==> src/rtl/core/ktrd_pkg.sv <==
package ktrd_pkg;

	// default and largest supported ranking length
	localparam int MAX_ITEMS_DEF = 64;
	localparam int MAX_ITEMS_TOP = 1024;

	// field widths
	localparam int RANK_W = 8;
	localparam int DIST_W = 11;
	localparam int IDX_W  = $clog2(MAX_ITEMS_TOP + 1);

	// saturation limit of the distance
	localparam logic [DIST_W-1:0] DIST_MAX = {DIST_W{1'b1}};

	// input word
	typedef struct packed {
		logic [RANK_W-1:0] rank_first;
		logic [RANK_W-1:0] rank_second;
		logic              last_item;
	} in_word_t;

	// output word
	typedef struct packed {
		logic [DIST_W-1:0] distance;
		logic              overflow;
	} out_word_t;

	// word traveling down the chain of cells
	typedef struct packed {
		logic [RANK_W-1:0] rank_first;
		logic [RANK_W-1:0] rank_second;
		logic              last_item;
		logic              spill;
		logic [IDX_W-1:0]  idx;
		logic [DIST_W-1:0] add;
	} cell_word_t;

endpackage

==> src/rtl/core/ktrd_tail.sv <==
module ktrd_tail (
	input  logic                 clk,
	input  logic                 arst_n,
	input  logic                 advance,
	input  logic                 chain_valid,
	input  ktrd_pkg::cell_word_t chain_word,
	output logic                 result_valid_q,
	output ktrd_pkg::out_word_t  result_q
);

	logic [ktrd_pkg::DIST_W-1:0] sum_q;
	logic                        ovf_q;
	logic [ktrd_pkg::DIST_W:0]   wide_sum;
	logic [ktrd_pkg::DIST_W-1:0] sat_sum;
	logic                        ovf_next;

	// saturating running total
	always_comb begin
		wide_sum = {1'b0, sum_q} + {1'b0, chain_word.add};
		if (wide_sum[ktrd_pkg::DIST_W]) begin
			sat_sum = ktrd_pkg::DIST_MAX;
		end else begin
			sat_sum = wide_sum[ktrd_pkg::DIST_W-1:0];
		end
		ovf_next = ovf_q | chain_word.spill;
	end

	// accumulate, emit and restart on the final word
	always_ff @(posedge clk or negedge arst_n) begin
		if (!arst_n) begin
			sum_q          <= '0;
			ovf_q          <= 1'b0;
			result_valid_q <= 1'b0;
		end else if (advance) begin
			result_valid_q <= chain_valid && chain_word.last_item;
			if (chain_valid) begin
				if (chain_word.last_item) begin
					sum_q <= '0;
					ovf_q <= 1'b0;
				end else begin
					sum_q <= sat_sum;
					ovf_q <= ovf_next;
				end
			end
		end
	end

	// result register
	always_ff @(posedge clk) begin
		if (advance && chain_valid && chain_word.last_item) begin
			result_q.distance <= sat_sum;
			result_q.overflow <= ovf_next;
		end
	end

endmodule

==> config.mk <==
export PLATFORM = sky130hd
export DESIGN_NAME = ktrd_tail
export DESIGN_NICKNAME = d
export VERILOG_FILES = /design/src/rtl/core/ktrd_pkg.sv /design/src/rtl/core/ktrd_tail.sv
export SDC_FILE = /design/constraint.sdc
export NUM_CORES = 1
export LEC_CHECK = 0
export BUFFER_PORTS_ARGS = -buffer_cell sky130_fd_sc_hd__buf_2
export CORE_AREA = 2 2 62 64
export CTS_BUF_LIST = sky130_fd_sc_hd__clkbuf_16
export CTS_CLUSTER_DIAMETER = 50
export DETAILED_ROUTE_END_ITERATION = 6
export DIE_AREA = 0 0 64 66
export HOLD_SLACK_MARGIN = 0.08
export MAX_ROUTING_LAYER = met4
export PLACE_DENSITY = 0.74
export RECOVER_POWER = 50
export REMOVE_ABC_BUFFERS = 1
export SYNTH_ARGS = -nofsm -noshare
export SYNTH_HDL_FRONTEND = slang
export SYNTH_SLANG_ARGS = --single-unit
export TNS_END_PERCENT = 30
==> constraint.sdc <==
create_clock -name clk -period 2.05 [get_ports clk]
set_clock_uncertainty 0.05 [all_clocks]
set_input_delay 0.1025 -clock clk [delete_from_list [all_inputs] [get_ports clk]]
set_output_delay 0.1025 -clock clk [all_outputs]
set_load 0.01 [all_outputs]
==> impl_metrics.yaml <==
placed_design:
  place.gp.congestion: 0.825
  dp_hpwl_um: 2570
  port_buffers: 29
  dp_slack_ps: -223
  placed_area_um2: 1810
  place_inst: 234
clock_network:
  cts_setup_buffers: 0
  cts_buffers: 3
  cts_tree: "yes"
  h-tree-depth: 1
  cts.sinks: 25
  insertion_delay_ps: 260
  clk_path_buf_depth: 2
  cts-root-buf: "clkbuf_16"
  cts.clk_slew.worst_paths_ps: 60
global_route:
  grt_pass1_wl_um: 5560
  grt_use_total_pct: 17.3
  grt-ovfl-total: 0
  first_global_vias: 1251
  antenna_found_initial: 0
  grt_max_degree: 14
sta:
  tightest_slew_ps: 789
  slew_viol_final: 0
  fmax_mhz: 482
  setup_slack_ps: -22.8
  relSlewSlack_pct: 47.4
  post-route-min-period_ps: 2070
  setup_viol: 2
  rsz0062_at_grt: "true"
  fin_crit_sh_pct: 101
  finalHoldViolCount: 0
cells_and_area:
  fin_nets: 250
  final_cell_mix: "25 x nand2_1, 16 x buf_2, 13 x clkbuf_1, 13 x dfrtp_1"
  final_cells: 241
  layout_commonest_cell: "nand2_1"
  fill_cells: 303
  layout-drive-gt1-share_pct: 28.5
  area_growth_pct: 33.3
  num_antenna_cells: 0
  stdcell_area_um2: 2040
synth:
  async_flop_share_pct: 52.0
  ys.warnings.count: 0
  synth_cell_types: 46
  yosys_most_used_dff: "dfrtp_1"
  ys_seq_area_share_pct: 44.8
  ys_ff_latch: 25
  syn_inst: 148
  syn_avg_cell_area_um2: 10.3
  synthesis.area_um2: 1530
  synth_edf_count: 12
detailed_routing:
  drtAntennaViolNets: 0
  vias_per_cell: 5.43
  post_drt_wl_per_cell_um: 15.6
  vias: 1308
  drc: 0
  drtPass1Iterations: 4
  drt-total-wl_um: 3760
  drtIter0Drc: 70
die:
  num_rows: 22
  ios: 57
  fp.dieArea_um2: 4220
  initial_core_util_pct: 43.1
  core_area_um2: 3550
  die_w_um: 64
  die_y_um: 66
status:
  status: "finished, violations left"
  violations: "setup timing"
critical_path:
  critPathKind: "reg2reg"
  endpoint_kind: "flop"
  slowest_stage: "dfrtp_1"
  required_ps: 2010
  cp_max_fo: 2
  startpoint_type: "flop"
  cp_data_arrival_time_ps: 2030
  crit_chain: "ha_4 > inv_2 > fa_2 > nor2b_4 > o2111ai_4 > and4_1 > nor3_2 > nand2_1"
  slowest_delay_ps: 390
run:
  cap_violations: 0
power:
  power_density_nw_per_um2: 1410
  irDropWorstVdd_v: 0.000583
  leakage_uw: 0.000847
min_path:
  hp-class: "in2reg"
==> cell type report <==
cell class                 instances  area, um^2  area share (%)
sequential                        25         686            33.6
multi-input combinational        113         927            45.4
clock buffer                       3        75.1            3.68
inverter                           5        18.8           0.919
clock inverter                     1        3.75           0.184
tap                               48        60.1            2.94
timing repair buffer              46         272            13.3
==> cell families (layout without fill, tap and decap cells) <==
| family | count (synthesis) | in the layout | synth area share, % |
|---|---|---|---|
| xor gates and xnor gates | 6 | 6 | 3.43 |
| AOI/OAI and AO/OA | 47 | 47 | 22.4 |
| and+or+nand+nor | 47 | 47 | 15.4 |
| DFF | 25 | 25 | 44.8 |
| buffers and inverters | 10 | 55 | 3.10 |
| muxes | 1 | 1 | 0.654 |
| adders and majority gates | 12 | 12 | 10.3 |
==> Yosys cell counts, types with 2 or more instances <==
cell type | instances | area share (%)
dfrtp_1 | 13 | 21
edfxtp_1 | 12 | 24
a211oi_1 | 2 | 0.98
a31oi_1 | 5 | 2.0
o211ai_1 | 5 | 2.5
o21ai_1 | 3 | 0.98
nand2b_1 | 3 | 1.2
buf_2 | 2 | 0.65
nor2_1 | 5 | 1.2
nand4_1 | 2 | 0.82
clkbuf_1 | 2 | 0.49
a21o_1 | 4 | 2.0
nor3_1 | 2 | 0.65
o21a_1 | 3 | 1.5
xor2_1 | 3 | 1.7
o21ai_0 | 8 | 2.6
ha_1 | 11 | 9.0
nand2_1 | 25 | 6.1
and2_1 | 2 | 0.82
a21oi_1 | 4 | 1.3
inv_1 | 5 | 1.2
xnor2_1 | 3 | 1.7
==> stage by stage <==
stage	TNS [ps]	hold WS, ps	util (%)	total power (uW)
finish	-43.4	178	57.5	2880
global route	-772	212	57.5	3050
CTS	-19.9	173	55.6	2690
detailed placement	-1630	-25.2	51.1	2180
global placement	-689	-38.9	51.1	2120
floorplan	-36.3	-243	-	1760
==> power by group <==
group | switching, uW | total (uW) | internal [uW]
Combinational | 903 | 1650 | 744
Sequential | 77.6 | 801 | 724
Clock | 172 | 433 | 261
==> layer usage <==
metal	GRT usage [%]	vias up	part of all wire [%]
li1	-	637	-
met1	20.0	629	42
met2	31.0	33	52
met3	0.852	9	2.9
met4	7.88	0	2.4
met5	-	-	0
==> flip-flops by register name, summed over array words and instances, names as in the netlist <==
name,count
sum_q,11
ovf_q,1
result_q,12
result_valid_q,1
==> final timing paths <==
path / startpoint / to / slack (ps) / cells after the start
worst max-delay path: sum_q[0]$_DFFE_PN0P_ / result_q[9]$_DFFE_PP_ / -20 / 8
worst min-delay path: chain_word[23] / result_valid_q$_DFFE_PN0P_ / 180 / 3
worst max register to register: sum_q[0]$_DFFE_PN0P_ / result_q[9]$_DFFE_PP_ / -20 / 8
worst min register to register: result_valid_q$_DFFE_PN0P_ / result_valid_q$_DFFE_PN0P_ / 470 / 2
max in group asynchronous: arst_n / sum_q[9]$_DFFE_PN0P_ / 1070 / 2
min in group asynchronous: arst_n / result_valid_q$_DFFE_PN0P_ / 390 / 2
==> what timing repair did <==
item	CTS	global route
endpoints found under the hold margin	15	0
pin swaps	1	6
resized for setup	12	13
endpoints found under the setup margin	17	21
gates cloned	0	0
hold buffers	3	0
==> worst max-delay path: cells and delay by family, from the launching register on <==
family | cells | cell delay [ps]
flops | 1 | 390
simple gates | 4 | 680
fa+ha+maj | 2 | 520
compound gates | 1 | 140
buf+inv | 1 | 40
Power figures use the tool's default switching activity.
