--- config.mk ---
export PLATFORM = sky130hd
export DESIGN_NAME = ktrd_cell
export DESIGN_NICKNAME = d
export VERILOG_FILES = /design/src/rtl/core/ktrd_pkg.sv /design/src/rtl/core/ktrd_cell.sv
export SDC_FILE = /design/constraint.sdc
export NUM_CORES = 1
export LEC_CHECK = 0
export BUFFER_PORTS_ARGS = -buffer_cell sky130_fd_sc_hd__buf_4
export CELL_PAD_IN_SITES_DETAIL_PLACEMENT = 1
export CELL_PAD_IN_SITES_GLOBAL_PLACEMENT = 1
export CORE_ASPECT_RATIO = 2
export CORE_UTILIZATION = 44
export CTS_BUF_LIST = sky130_fd_sc_hd__clkbuf_2 sky130_fd_sc_hd__clkbuf_4 sky130_fd_sc_hd__clkbuf_8
export DETAILED_ROUTE_END_ITERATION = 10
export PLACE_DENSITY = 0.83
export SETUP_SLACK_MARGIN = 0.05
export SLEW_MARGIN = 20
export SYNTH_ARGS = -nofsm -noshare
export SYNTH_HDL_FRONTEND = slang
export SYNTH_SLANG_ARGS = --single-unit
--- constraint.sdc ---
create_clock -name clk -period 3.7 [get_ports clk]
set_input_delay 0.185 -clock clk [delete_from_list [all_inputs] [get_ports clk]]
set_output_delay 0.185 -clock clk [all_outputs]
set_load 0.01 [all_outputs]
--- src/rtl/core/ktrd_pkg.sv ---
package ktrd_pkg;

	// default and largest supported ranking length
	localparam int MAX_ITEMS_DEF = 64;
	localparam int MAX_ITEMS_TOP = 1024;

	// field widths
	localparam int RANK_W = 8;
	localparam int DIST_W = 11;
	localparam int IDX_W  = $clog2(MAX_ITEMS_TOP + 1);

	// saturation limit of the distance
	localparam logic [DIST_W-1:0] DIST_MAX = {DIST_W{1'b1}};

	// input word
	typedef struct packed {
		logic [RANK_W-1:0] rank_first;
		logic [RANK_W-1:0] rank_second;
		logic              last_item;
	} in_word_t;

	// output word
	typedef struct packed {
		logic [DIST_W-1:0] distance;
		logic              overflow;
	} out_word_t;

	// word traveling down the chain of cells
	typedef struct packed {
		logic [RANK_W-1:0] rank_first;
		logic [RANK_W-1:0] rank_second;
		logic              last_item;
		logic              spill;
		logic [IDX_W-1:0]  idx;
		logic [DIST_W-1:0] add;
	} cell_word_t;

endpackage

--- src/rtl/core/ktrd_cell.sv ---
module ktrd_cell #(
	parameter int POS = 0
) (
	input  logic                clk,
	input  logic                arst_n,
	input  logic                advance,
	input  logic                prev_valid,
	input  ktrd_pkg::cell_word_t prev_word,
	output logic                valid_s1,
	output ktrd_pkg::cell_word_t word_s1
);

	logic [ktrd_pkg::RANK_W-1:0] stored_first_q;
	logic [ktrd_pkg::RANK_W-1:0] stored_second_q;
	logic                        hit;
	logic                        capture;
	logic                        discordant;
	ktrd_pkg::cell_word_t        next_word;

	// compare against the held pair when the word comes later in the ranking
	always_comb begin
		hit = prev_valid && !prev_word.spill &&
			(prev_word.idx > ktrd_pkg::IDX_W'(POS));
		capture = advance && prev_valid && !prev_word.spill &&
			(prev_word.idx == ktrd_pkg::IDX_W'(POS));
		discordant = ((stored_first_q > prev_word.rank_first) &&
				(stored_second_q < prev_word.rank_second)) ||
			((stored_first_q < prev_word.rank_first) &&
				(stored_second_q > prev_word.rank_second));
		next_word = prev_word;
		if (hit && discordant) begin
			next_word.add = prev_word.add + ktrd_pkg::DIST_W'(1);
		end
	end

	// held pair of this position
	always_ff @(posedge clk) begin
		if (capture) begin
			stored_first_q  <= prev_word.rank_first;
			stored_second_q <= prev_word.rank_second;
		end
	end

	// hand the word to the next cell
	always_ff @(posedge clk or negedge arst_n) begin
		if (!arst_n) begin
			valid_s1 <= 1'b0;
		end else if (advance) begin
			valid_s1 <= prev_valid;
		end
	end

	always_ff @(posedge clk) begin
		if (advance) begin
			word_s1 <= next_word;
		end
	end

endmodule

==> results, run 1 <==
- The number of fill cells is 545.
- The sequential area share after synthesis is 70.0%.
- The number of failing hold endpoints at the final stage is 0.
- Based on the critical path, the design can be clocked at up to 377 MHz.
- The flow ran to the end, and the final reports show no timing, DRC or antenna violations.
- The number of global-route vias before repair was 1812.
- The startpoint identified for the worst register-to-register timing path is stored_second_q[1].
- The routed layout has 1627 vias.
- The number of antenna violations at the first check in global routing is 0.
- The fraction of final layout cells with drive strength greater than 1 is 43.0%.
- The number of levels in the clock H-tree is 3.
- The depth of the worst register-to-register path is 8.
- For flop-to-flop paths, the worst setup slack is 1050 ps.
- The routability-driven placement congestion ratio is 0.782.
- The cell chosen for the clock root is sky130_fd_sc_hd__clkbuf_8.
- The placement-stage worst setup slack is 1060 ps.
- The number of cells on the worst hold path is 1.
- The main combinational cell family by area after synthesis is simple AND/OR/NAND/NOR gates.
- The final core area utilization is 61.6%.
- The number of maximum-capacitance violations is 0.
- The unique cell type count in the Yosys netlist is 35.
- The clock reaches the later pin of the worst-skew pair after 340 ps.
- In this run the count of I/O pins placed on the die edge is 85.
- The count of pins over their slew limit is 0.
- The detailed-placement wirelength estimate is 4310 µm.
- By area the synthesized netlist is led by sky130_fd_sc_hd__edfxtp_1 69%, sky130_fd_sc_hd__ha_1 8.7%, sky130_fd_sc_hd__xor2_1 2.9%.
- The launch instance of the worst min-delay path is prev_word[15].
- Counting every sink on the clock net gives 57.
- Measured against its own limit, the worst slew margin works out to 46.6%.
- In this run the standard cell core region covers 5370 µm².
- The first-pass iteration count of the detailed router is 4.
- The average size of a mapped cell is 16.3 µm².
- The worst setup path is launched from a flop.
- In this run the worst path has a maximum fanout of 10.
- Input and output buffers added on the ports amount to 84.
- The number of nets in the layout is 307.
- Setup repair after global routing left no endpoint under its margin.
- After global routing the overflow that remains totals 0.
- The floorplan step set the die height to 107 µm.
- Gates resized during post-CTS repair numbered 0.
- The synthesized flop and latch total is 57.
- The post-synth net total is 211.
- The completed layout was analyzed and its total power is 0.00141 W.
- The final critical path time including I/O delays and setup is 2650 ps.
- The number of CTS-inserted buffers is 9.
- Between clock sinks in the finished design, the worst skew comes to 7.81 ps.
- The finished cells cover 3310 µm².
- In the layout the commonest cells are 84 x sky130_fd_sc_hd__buf_4, 56 x sky130_fd_sc_hd__edfxtp_1, 17 x sky130_fd_sc_hd__ha_1.
- After clock tree synthesis, the flow added hold-fix buffers numbering 1.
- Of the post-synthesis cell area, the dominant cell type holds 69.0%.
- TritonCTS built the clock tree.
- The biggest area contributor in the post-synthesis netlist is sky130_fd_sc_hd__edfxtp_1.
- Summing the areas of all compound-gate instances in the mapped netlist gives 4.00% of the synthesized area.
- Data arrives at the worst endpoint at 2740 ps.
- Measured against the total synthesized area, the mux share comes to 1.49%.
- The most crowded layer after global routing is met2.
- Global routing used 22.6% of the available tracks.
- For this design the ratio of total power to cell area is 426 nW/µm².
- The final total negative setup slack is 0 ps.
- The average detailed-routed wire length per instance is 18.1 µm.
- Of the total synthesized cell area, the portion taken by XOR and XNOR cells is 3.59%.
- The type of destination of the critical path is a flop.
- The met2 routing resource usage after global routing is 39.0%.
- The commonest non-fill, non-tap cell in the layout is sky130_fd_sc_hd__buf_4.
- The type of the worst setup path is flop to flop.
- Summing the areas of all fa, ha and maj instances in the mapped netlist gives 8.72% of the synthesized area.
- The area fraction in and, or, nand and nor cells after synthesis is 9.75%.
- Global routing consumed, on the met3 layer, 7.91% of the routing resources.
- The number of buffers on the longest clock path is 2.
- The worst hold path endpoint is word_s1[15].
- The number of failing setup endpoints in the final timing report is 0.
- In this run the remaining antenna-violating nets after routing total 0.
- The mapped cell area is 2440 µm².
- Once placement finished, the instance area stood at 3140 µm².
- Using the TritonRoute via totals, the vias-per-cell ratio works out to 5.27.
- The repair_antennas step left the layout with diodes totalling 0.
- The overall die width is 54.6 µm.
- The slew at the pin closest to its max-slew limit is 801 ps.
- For the worst setup path, the data required time is 3790 ps.
- In this run the worst hold path is classified as input pin to flop.
- The endpoint identified for the worst register-to-register timing path is word_s1[1].
- The count of synthesis-stage warnings from yosys is 0.
- After detailed routing, the number of remaining DRC violations is 0.
- For this block, the routed nets add up to 5610 µm of wire.
- The post-CTS setup repair buffer count is 0.
- The leakage power is 1.42 nW.
- For this block, the initial DRC count from the detailed router was 50.
- The global-route track usage on met1 is 21.5%.
- The number of instances in the synthesized netlist is 150.
- The clock-pin slew of the registers on the worst-case setup and hold paths is 60 ps.
- The die area is 5860 µm².
- Setup slack on the critical path of the routed design comes to 1050 ps.
- The floorplan has 38 rows.
- Across the VDD grid, the largest voltage drop is 388 µV.
- Dividing the final minimum period by the clock period gives 71.6%.
- Compared with the post-synthesis result, the final layout area differs by 35.7%.
- The first global-routing pass estimated 8680 µm of wire.
- The initial utilization of the core area, before any placement, comes to 45.4%.
- The largest net degree at the start of global routing is 43.
==> layer usage <==
metal  vias to the layer above  routed length [µm]  share of wire, %
met5                         -                   0                 0
met4                         0                 153               2.7
met3                        11                 260               4.6
met2                        59                3330                59
met1                       803                1870                33
li1                        754                   -                 -
==> cells by family (layout without fill, tap and decap cells) <==
logic type | Yosys count | after routing
AO/OA/AOI/OAI | 12 | 12
adder cells (fa/ha/maj) | 17 | 17
buffers and inverters | 16 | 115
multiplexers | 3 | 3
AND/OR/NAND/NOR | 35 | 35
XOR/XNOR | 10 | 10
flip-flops | 57 | 57
==> power breakdown <==
part | switching, W | internal, W
Clock | 0.000223 | 0.000253
Sequential | 0.0000106 | 0.000749
Combinational | 0.0000820 | 0.0000913
==> per-stage QoR <==
step	std cells	hold WS, ps
finish	309	34.8
detailed placement	294	-38.0
global route	309	15.6
CTS	309	15.5
global placement	294	-39.2
floorplan	150	-111
==> sequential cells by signal (all words and copies together), names as in the netlist <==
name	cells
word_s1	40
stored_first_q	8
stored_second_q	8
valid_s1	1
==> worst max-delay path, cell delays in order, from the launching register on <==
cell and delay (ps):
sky130_fd_sc_hd__edfxtp_1 370, sky130_fd_sc_hd__ha_1 300, sky130_fd_sc_hd__nor2b_1 150, sky130_fd_sc_hd__o211ai_1 200, sky130_fd_sc_hd__a21oi_1 120, sky130_fd_sc_hd__o22a_1 230, sky130_fd_sc_hd__mux2i_2 460, sky130_fd_sc_hd__nand2b_4 250
sky130_fd_sc_hd__mux2_1 310
==> synth_stat cells <==
cell type	n
sky130_fd_sc_hd__edfxtp_1	56
sky130_fd_sc_hd__ha_1	17
sky130_fd_sc_hd__inv_1	16
sky130_fd_sc_hd__xor2_1	8
sky130_fd_sc_hd__nand4_1	5
sky130_fd_sc_hd__a21oi_1	4
sky130_fd_sc_hd__nand2_1	4
sky130_fd_sc_hd__nand3_1	4
sky130_fd_sc_hd__nor2_1	4
sky130_fd_sc_hd__and3_1	3
sky130_fd_sc_hd__nor4_1	3
sky130_fd_sc_hd__nor3_1	2
sky130_fd_sc_hd__xnor2_1	2
sky130_fd_sc_hd__a211oi_1	1
sky130_fd_sc_hd__a211oi_4	1
sky130_fd_sc_hd__a21oi_2	1
sky130_fd_sc_hd__and3b_2	1
sky130_fd_sc_hd__and4b_1	1
sky130_fd_sc_hd__and4bb_2	1
sky130_fd_sc_hd__dfrtp_1	1
sky130_fd_sc_hd__mux2_1	1
sky130_fd_sc_hd__mux2_2	1
sky130_fd_sc_hd__mux2i_2	1
sky130_fd_sc_hd__nand2b_4	1
sky130_fd_sc_hd__nand3b_1	1
sky130_fd_sc_hd__nor2b_1	1
sky130_fd_sc_hd__nor2b_4	1
sky130_fd_sc_hd__nor3b_1	1
sky130_fd_sc_hd__nor3b_2	1
sky130_fd_sc_hd__nor4b_2	1
sky130_fd_sc_hd__o211ai_1	1
sky130_fd_sc_hd__o211ai_2	1
sky130_fd_sc_hd__o21ai_0	1
sky130_fd_sc_hd__o21bai_1	1
sky130_fd_sc_hd__o22a_1	1
==> worst max-delay path by stage <==
| stage | from | endpoint | cells after the start |
|---|---|---|---|
| CTS | stored_second_q[1] | word_s1[1] | 8 |
| global placement | stored_first_q[1] | word_s1[1] | 8 |
| floorplan | stored_first_q[1] | word_s1[1] | 8 |
| detailed placement | stored_second_q[1] | word_s1[1] | 8 |
| global route | stored_second_q[1] | word_s1[1] | 8 |
| finish | stored_second_q[1] | word_s1[1] | 8 |
==> layout make-up <==
| type | instances | area, µm² | area share (%) |
|---|---|---|---|
| clock inverters | 2 | 7.51 | 0.227 |
| flip-flops and latches | 57 | 1710 | 51.6 |
| clock buffers | 12 | 146 | 4.43 |
| multi-input cells | 77 | 672 | 20.3 |
| repair buffers | 85 | 641 | 19.4 |
| well taps | 60 | 75.1 | 2.27 |
| inverters | 16 | 60.1 | 1.82 |
Note: power is estimated with default switching activity, not from simulation.
==> run 2: changes to the inputs <==
CORE_UTILIZATION = 37   (was 44)
PLACE_DENSITY = 0.74   (was 0.83)
clock period = 2.1 ns   (was 3.7 ns; I/O delays follow)
==> run 2 against run 1 <==
  * The flow now finishes with violations (negative setup slack)
  * Setup slack got worse by 1300 ps
  * Power rose by 86%
  * Sequential share of layout area fell by 6.8 points
  * Global-route usage fell by 2.6 points
==> results, run 2 (synthesis gave the netlist of run 1 again) <==
- The via count was 1812 (was 1627).
- The y dimension of the die is 117 µm (was 107 µm).
- The first-pass iteration count of the detailed router is 4 (unchanged).
- The most flop-heavy register was word_s1 (unchanged).
- The required time at the endpoint of the critical path is 2190 ps (was 3790 ps).
- The overall die width is 59.4 µm (was 54.6 µm).
- The number of CTS-inserted buffers is 9 (unchanged).
- The slew at the pin closest to its max-slew limit came to 533 ps (was 801 ps).
- The combinational share of power is 14.8% (was 12.3%).
- The routability-driven placement congestion ratio was 0.741 (was 0.782).
- The average detailed-routed wire length per instance is 16.9 µm (was 18.1 µm).
- The total core area is 6310 µm² (was 5370 µm²).
- The type of the worst setup path was flop to flop (unchanged).
- The die area is 6940 µm² (was 5860 µm²).
- The part of the total power dissipated in the clock network is 34.1% (was 33.8%).
- The number of antenna cells inserted is 0 (unchanged).
- The sequential power share came to 51.2% (was 53.9%).
- The total global routing track utilization was 19.9% (was 22.6%).
- The number of antenna violations at the first check in global routing is 0 (unchanged).
- Setup repair after global routing missed its margin: true (was false).
- The initial cell density of the core was 38.6% (was 45.4%).
- The count of pins over their slew limit was 0 (unchanged).
- The setup slack after layout is -241 ps (was 1050 ps).
- The total power density per cell area came to 688 nW/µm² (was 426 nW/µm²).
- The class of the worst hold path is input pin to flop (unchanged).
- The type of destination of the critical path is a flop (unchanged).
- The remaining max-slew budget at the tightest pin is 64.3% (was 46.6%).
- The summed area of non-filler cells in the final layout was 3810 µm² (was 3310 µm²).
- Largest registers: word_s1: 40 flops, stored_first_q: 8 flops, stored_second_q: 8 flops (unchanged).
- The number of violations reported at the end of detailed-routing iteration 0 is 29 (was 50).
- The number of vias per cell after detailed routing is 4.82 (was 5.27).
- The cell chosen for the clock root was sky130_fd_sc_hd__clkbuf_8 (unchanged).
- The maximum fanout along the worst path is 6 (was 10).
- The checks that failed: negative setup slack.
- The count of port buffers added during placement is 84 (unchanged).
- The number of placed I/O pins is 85 (unchanged).
- The site row count is 41 (was 38).
- The cell-internal power was 0.00202 W (was 0.00109 W).
- The number of nets in the layout is 346 (was 307).
- The worst-skew pair later-pin latency is 330 ps (was 340 ps).
- The share of the clock period used by the worst path after layout is 111% (was 71.6%).
- The residual antenna-violating net count after detailed routing is 0 (unchanged).
- The startpoint class of the critical path is a flop (unchanged).
- The data arrival at the endpoint of the critical path is 2430 ps (was 2740 ps).
- The global-route wire length before repair was 9650 µm (was 8680 µm).
- Most frequent cells in the layout: 97 x sky130_fd_sc_hd__buf_4, 56 x sky130_fd_sc_hd__edfxtp_1, 26 x sky130_fd_sc_hd__dlygate4sd3_1 (was 84 x sky130_fd_sc_hd__buf_4, 56 x sky130_fd_sc_hd__edfxtp_1, 17 x sky130_fd_sc_hd__ha_1).
- The leakage power is 1.63 nW (was 1.42 nW).
- The non-filler instance count after layout was 376 (was 309).
- The detailed-placement wirelength estimate is 4210 µm (was 4310 µm).
- The flip-flop count of the largest register, all copies and words added came to 40 (unchanged).
- The post-synthesis to final-layout area growth was 56.3% (was 35.7%).
- The largest net degree at the start of global routing was 28 (was 43).
- The detailed-route DRC error count came to 0 (unchanged).
- The number of buffers on the longest clock path is 2 (unchanged).
- The clock tree skew after final layout is 8.81 ps (was 7.81 ps).
- The switching fraction of total power came to 23.1% (was 22.4%).
- The total placed instance area is 3280 µm² (was 3140 µm²).
- The placed instance count is 332 (was 294).
- The post-detailed-routing wire length came to 6360 µm (was 5610 µm).
- The number of maximum-capacitance violations is 0 (unchanged).
- The sink count of the clock tree is 57 (unchanged).
- The number of failing setup endpoints in the final timing report is 10 (was 0).
- The commonest non-fill, non-tap cell in the layout is sky130_fd_sc_hd__buf_4 (unchanged).
- The final critical path time including I/O delays and setup is 2340 ps (was 2650 ps).
- The TritonCTS clock tree is yes (unchanged).
- The final global-route overflow total is 0 (unchanged).
- The number of global-route vias before repair is 1981 (was 1812).
- The maximum vdd ir drop is 445 µV (was 388 µV).
- The maximum clock rate came to 427 MHz (was 377 MHz).
- The number of levels in the clock H-tree is 3 (unchanged).
- The number of fill cells came to 628 (was 545).
- Result of the run: finished, violations left (was finished, final reports clean).
- The number of failing hold endpoints at the final stage is 0 (unchanged).
- The clock-pin slew of the registers on the worst-case setup and hold paths came to 60 ps (about the same).
- The fraction of final layout cells with drive strength greater than 1 is 46.9% (was 43.0%).
- The switching power total is 0.000604 W (was 0.000316 W).
- The final core area utilization is 60.4% (was 61.6%).
- The placement-stage worst setup slack is -257 ps (was 1060 ps).
[run 2: power groups by stage]
stage          combinational [W]  sequential (W)  clock [W]
2_1_floorplan          0.0000686         0.00139          0
3_3_place_gp            0.000318         0.00136          0
3_5_place_dp            0.000327         0.00136          0
4_1_cts                 0.000375         0.00134   0.000925
5_1_grt                 0.000415         0.00135   0.000965
6_report                0.000387         0.00134   0.000893
[run 2: repair_timing]
| item | 4_1_cts | 5_1_grt |
|---|---|---|
| hold endpoints to repair | 37 | 0 |
| setup buffers | 1 | 1 |
| hold buffers | 26 | 0 |
| setup endpoints to repair | 11 | 11 |
| pin swaps | 3 | 7 |
| resized for setup | 6 | 7 |
[run 2: stage by stage]
step / TNS (ps) / hold slack [ps] / power, W
final: -1790 / 56.3 / 0.00262
after global routing: -2740 / 40.9 / 0.00273
after CTS: -1380 / 38.4 / 0.00264
after detailed placement: -1610 / -118 / 0.00169
after global placement: -846 / -117 / 0.00168
after floorplan: -326 / -191 / 0.00146
[run 2: final timing paths]
path | startpoint | end | slack (ps) | cells after the start
setup / recovery | stored_first_q[1] | word_s1[1] | -240 | 8
hold / removal | prev_word[29] | stored_second_q[5] | 60 | 2
setup reg to reg | stored_first_q[1] | word_s1[1] | -240 | 8
hold reg to reg | valid_s1 | valid_s1 | 550 | 1
max in group asynchronous | arst_n | valid_s1 | 1940 | 2
min in group asynchronous | arst_n | valid_s1 | 70 | 2
[run 2: layer usage]
metal  vias to the layer above  GRT usage [%]  wire, µm
li1                        837              -         -
met1                       886           17.8      2050
met2                        71           37.5      3810
met3                        18           6.37       322
met4                         0           11.0       179
met5                         -              0         0
[run 2: worst max-delay path, stage by stage, from the launching register on]
cell                       delay, ps
sky130_fd_sc_hd__edfxtp_1        410
sky130_fd_sc_hd__ha_4            230
sky130_fd_sc_hd__nor2b_4         120
sky130_fd_sc_hd__o211ai_2        160
sky130_fd_sc_hd__a21oi_2          90
sky130_fd_sc_hd__a211oi_4        270
sky130_fd_sc_hd__mux2i_4         350
sky130_fd_sc_hd__nand2b_4        180
sky130_fd_sc_hd__mux2_4          290
[run 2: area by class of cell]
type                            count  area (µm²)  area share, %
Tap cell                           86         108           2.82
Clock buffer                       12         153           4.01
Sequential cell                    57        1710           44.8
Timing Repair Buffer              124        1000           26.2
Multi-Input combinational cell     77         764           20.1
Clock inverter                      4        20.0          0.525
Inverter                           16        60.1           1.58
==> run 3: changes to the inputs <==
TNS_END_PERCENT = 20   (was default)
==> run 3 against run 2 <==
  * The flow still finishes with violations (negative setup slack)
  * Die area is the same
  * Clock skew shrank 1.6 ps
  * Routed wire length down 0.93%
  * Register-to-register slack gained 60 ps
  * Cell count decreased by 0.27%
  * First-iteration DRC count grew 10%
  * Fmax is 2.7% higher
  * Setup slack better by 61 ps
  * Critical path type unchanged
  * Critical endpoint unchanged
  * Highest routed layer unchanged
==> results, run 3 (synthesis gave the netlist of run 1 again) <==
- The maximum clock rate is 439 MHz (was 427 MHz).
- The maximum fanout along the worst path came to 6 (unchanged).
- The combinational share of power is 14.6% (was 14.8%).
- Most frequent cells in the layout: 97 x sky130_fd_sc_hd__buf_4, 56 x sky130_fd_sc_hd__edfxtp_1, 26 x sky130_fd_sc_hd__dlygate4sd3_1 (unchanged).
- The worst setup slack for register-to-register paths is -180 ps (was -240 ps).
- The detailed-placement wirelength estimate is 4210 µm (unchanged).
- The number of buffers on the longest clock path is 2 (unchanged).
- The number of antenna violations at the first check in global routing came to 0 (unchanged).
- Largest registers: word_s1: 40 flops, stored_first_q: 8 flops, stored_second_q: 8 flops (unchanged).
- The class of the worst hold path is input pin to flop (unchanged).
- The number of nets in the layout was 345 (was 346).
- The final total negative setup slack is -1080 ps (was -1790 ps).
- The number of placed I/O pins is 85 (unchanged).
- The clock tree skew after final layout is 7.26 ps (was 8.81 ps).
- The worst-skew pair later-pin latency was 330 ps (about the same).
- The first-pass iteration count of the detailed router is 4 (unchanged).
- The number of global-route vias before repair was 1975 (was 1981).
- The cell-internal power is 0.00201 W (was 0.00202 W).
- The total power density per cell area is 688 nW/µm² (about the same).
- The sequential power share was 51.3% (was 51.2%).
- The cell chosen for the clock root is sky130_fd_sc_hd__clkbuf_8 (unchanged).
- The number of maximum-capacitance violations is 0 (unchanged).
- The total placed instance area is 3280 µm² (unchanged).
- Sequence of cells on the critical path: ha_4, nor2b_4, o211ai_2, a21oi_2, a211oi_4, mux2i_4, nand2b_4, mux2_4 (unchanged).
- The detailed-route DRC error count is 0 (unchanged).
- The total global routing track utilization is 19.7% (was 19.9%).
- The smallest hold slack is 56.7 ps (was 56.3 ps).
- The count of port buffers added during placement is 84 (unchanged).
- The site row count is 41 (unchanged).
- The slew at the pin closest to its max-slew limit is 538 ps (was 533 ps).
- The type of destination of the critical path is a flop (unchanged).
- The count of pins over their slew limit is 0 (unchanged).
- The part of the total power dissipated in the clock network came to 34.1% (about the same).
- The final critical path time including I/O delays and setup was 2280 ps (was 2340 ps).
- The total core area is 6310 µm² (unchanged).
- The sink count of the clock tree is 57 (unchanged).
- The data arrival at the endpoint of the critical path is 2360 ps (was 2430 ps).
- The TritonCTS clock tree is yes (unchanged).
- The setup slack after layout is -179 ps (was -241 ps).
- The number of antenna cells inserted is 0 (unchanged).
- The via count is 1792 (was 1812).
- The power consumption came to 0.00262 W (about the same).
- The post-detailed-routing wire length was 6300 µm (was 6360 µm).
- The switching power total is 0.000602 W (was 0.000604 W).
- The number of violations reported at the end of detailed-routing iteration 0 is 32 (was 29).
- The switching fraction of total power is 23.0% (was 23.1%).
- The required time at the endpoint of the critical path was 2180 ps (was 2190 ps).
- The most flop-heavy register is word_s1 (unchanged).
- The largest net degree at the start of global routing came to 28 (unchanged).
- Result of the run: finished, violations left (unchanged).
- The number of failing setup endpoints in the final timing report came to 10 (unchanged).
- The number of CTS-inserted buffers is 9 (unchanged).
- The final core area utilization is 60.2% (was 60.4%).
- The residual antenna-violating net count after detailed routing is 0 (unchanged).
- The leakage power was 1.63 nW (about the same).
- The y dimension of the die is 117 µm (unchanged).
- The initial cell density of the core was 38.6% (unchanged).
- The die area is 6940 µm² (unchanged).
- The final global-route overflow total is 0 (unchanged).
- The summed area of non-filler cells in the final layout came to 3800 µm² (was 3810 µm²).
- The worst-path cell with the longest stage delay is sky130_fd_sc_hd__edfxtp_1 (unchanged).
- The global-route wire length before repair was 9540 µm (was 9650 µm).
- The startpoint class of the critical path is a flop (unchanged).
- The remaining max-slew budget at the tightest pin is 64.0% (was 64.3%).
- The flip-flop count of the largest register, all copies and words added was 40 (unchanged).
- Violations in the final reports: negative setup slack (unchanged).
- Setup repair after global routing missed its margin: true (unchanged).
- The maximum vdd ir drop is 445 µV (about the same).
- The number of failing hold endpoints at the final stage is 0 (unchanged).
- The average detailed-routed wire length per instance came to 16.8 µm (was 16.9 µm).
- The number of vias per cell after detailed routing is 4.78 (was 4.82).
- The commonest non-fill, non-tap cell in the layout is sky130_fd_sc_hd__buf_4 (unchanged).
- The fraction of final layout cells with drive strength greater than 1 is 46.7% (was 46.9%).
- The share of the clock period used by the worst path after layout came to 109% (was 111%).
- The post-synthesis to final-layout area growth is 55.9% (was 56.3%).
- The overall die width is 59.4 µm (unchanged).
- The clock-pin slew of the registers on the worst-case setup and hold paths is 60 ps (about the same).
- The routability-driven placement congestion ratio was 0.741 (unchanged).
- The number of levels in the clock H-tree was 3 (unchanged).
- The type of the worst setup path is flop to flop (unchanged).
- The worst stage delay on the critical path is 400 ps (was 410 ps).
run 3: cell types whose count changed in the layout (fill, tap and decap cells not counted), sizes merged:
cell	before	now
buf	98	97
run 3: worst max-delay path: cells and delay by family (launching register included):
family / cells / cell delay [ps]
multiplexers: 2 / 630
AO/OA/AOI/OAI: 3 / 470
flip-flops: 1 / 400
AND/OR/NAND/NOR: 2 / 300
adder cells (fa/ha/maj): 1 / 230
run 3: area by class of cell:
cell class | count | area (µm²)
Sequential cell | 57 | 1710
Multi-Input combinational cell | 77 | 766
Clock inverter | 4 | 20.0
Tap cell | 86 | 108
Timing Repair Buffer | 123 | 988
Clock buffer | 12 | 153
Inverter | 16 | 60.1
Fill cell | 628 | 2510
run 3: path summary, 6_finish.rpt:
check | startpoint | to | cells past startpoint
setup / recovery | stored_first_q[1] | word_s1[1] | 8
hold / removal | prev_word[29] | stored_second_q[5] | 2
setup reg to reg | stored_first_q[1] | word_s1[1] | 8
hold reg to reg | valid_s1 | valid_s1 | 1
max in group asynchronous | arst_n | valid_s1 | 2
min in group asynchronous | arst_n | valid_s1 | 2
run 3: routing by layer:
metal / vias up / share of wire (%) / GRT usage (%)
met5: - / 0 / 0
met4: 0 / 2.8 / 11.0
met2: 69 / 59 / 36.8
met3: 17 / 5.0 / 6.26
met1: 871 / 33 / 17.9
li1: 835 / - / -
run 3: repair_timing:
| action | CTS | global route |
|---|---|---|
| hold buffers | 26 | 0 |
| pin swaps | 4 | 6 |
| hold endpoints to repair | 37 | 0 |
| endpoints found under the setup margin | 11 | 11 |
| resized for setup | 4 | 8 |
| cloned | 0 | 0 |
| buffers inserted | 0 | 1 |
run 3: power groups by stage:
stage	clock network (W)	logic, W	registers, W
final	0.000893	0.000382	0.00134
after global routing	0.000963	0.000411	0.00135
after CTS	0.000925	0.000371	0.00134
after detailed placement	0	0.000327	0.00136
after global placement	0	0.000318	0.00136
after floorplan	0	0.0000686	0.00139
run 3: through the flow:
stage | worst slack [ps] | instances
final | -179 | 375
after global routing | -279 | 375
after CTS | -215 | 374
after detailed placement | -257 | 332
after global placement | -178 | 332
after floorplan | -179 | 150
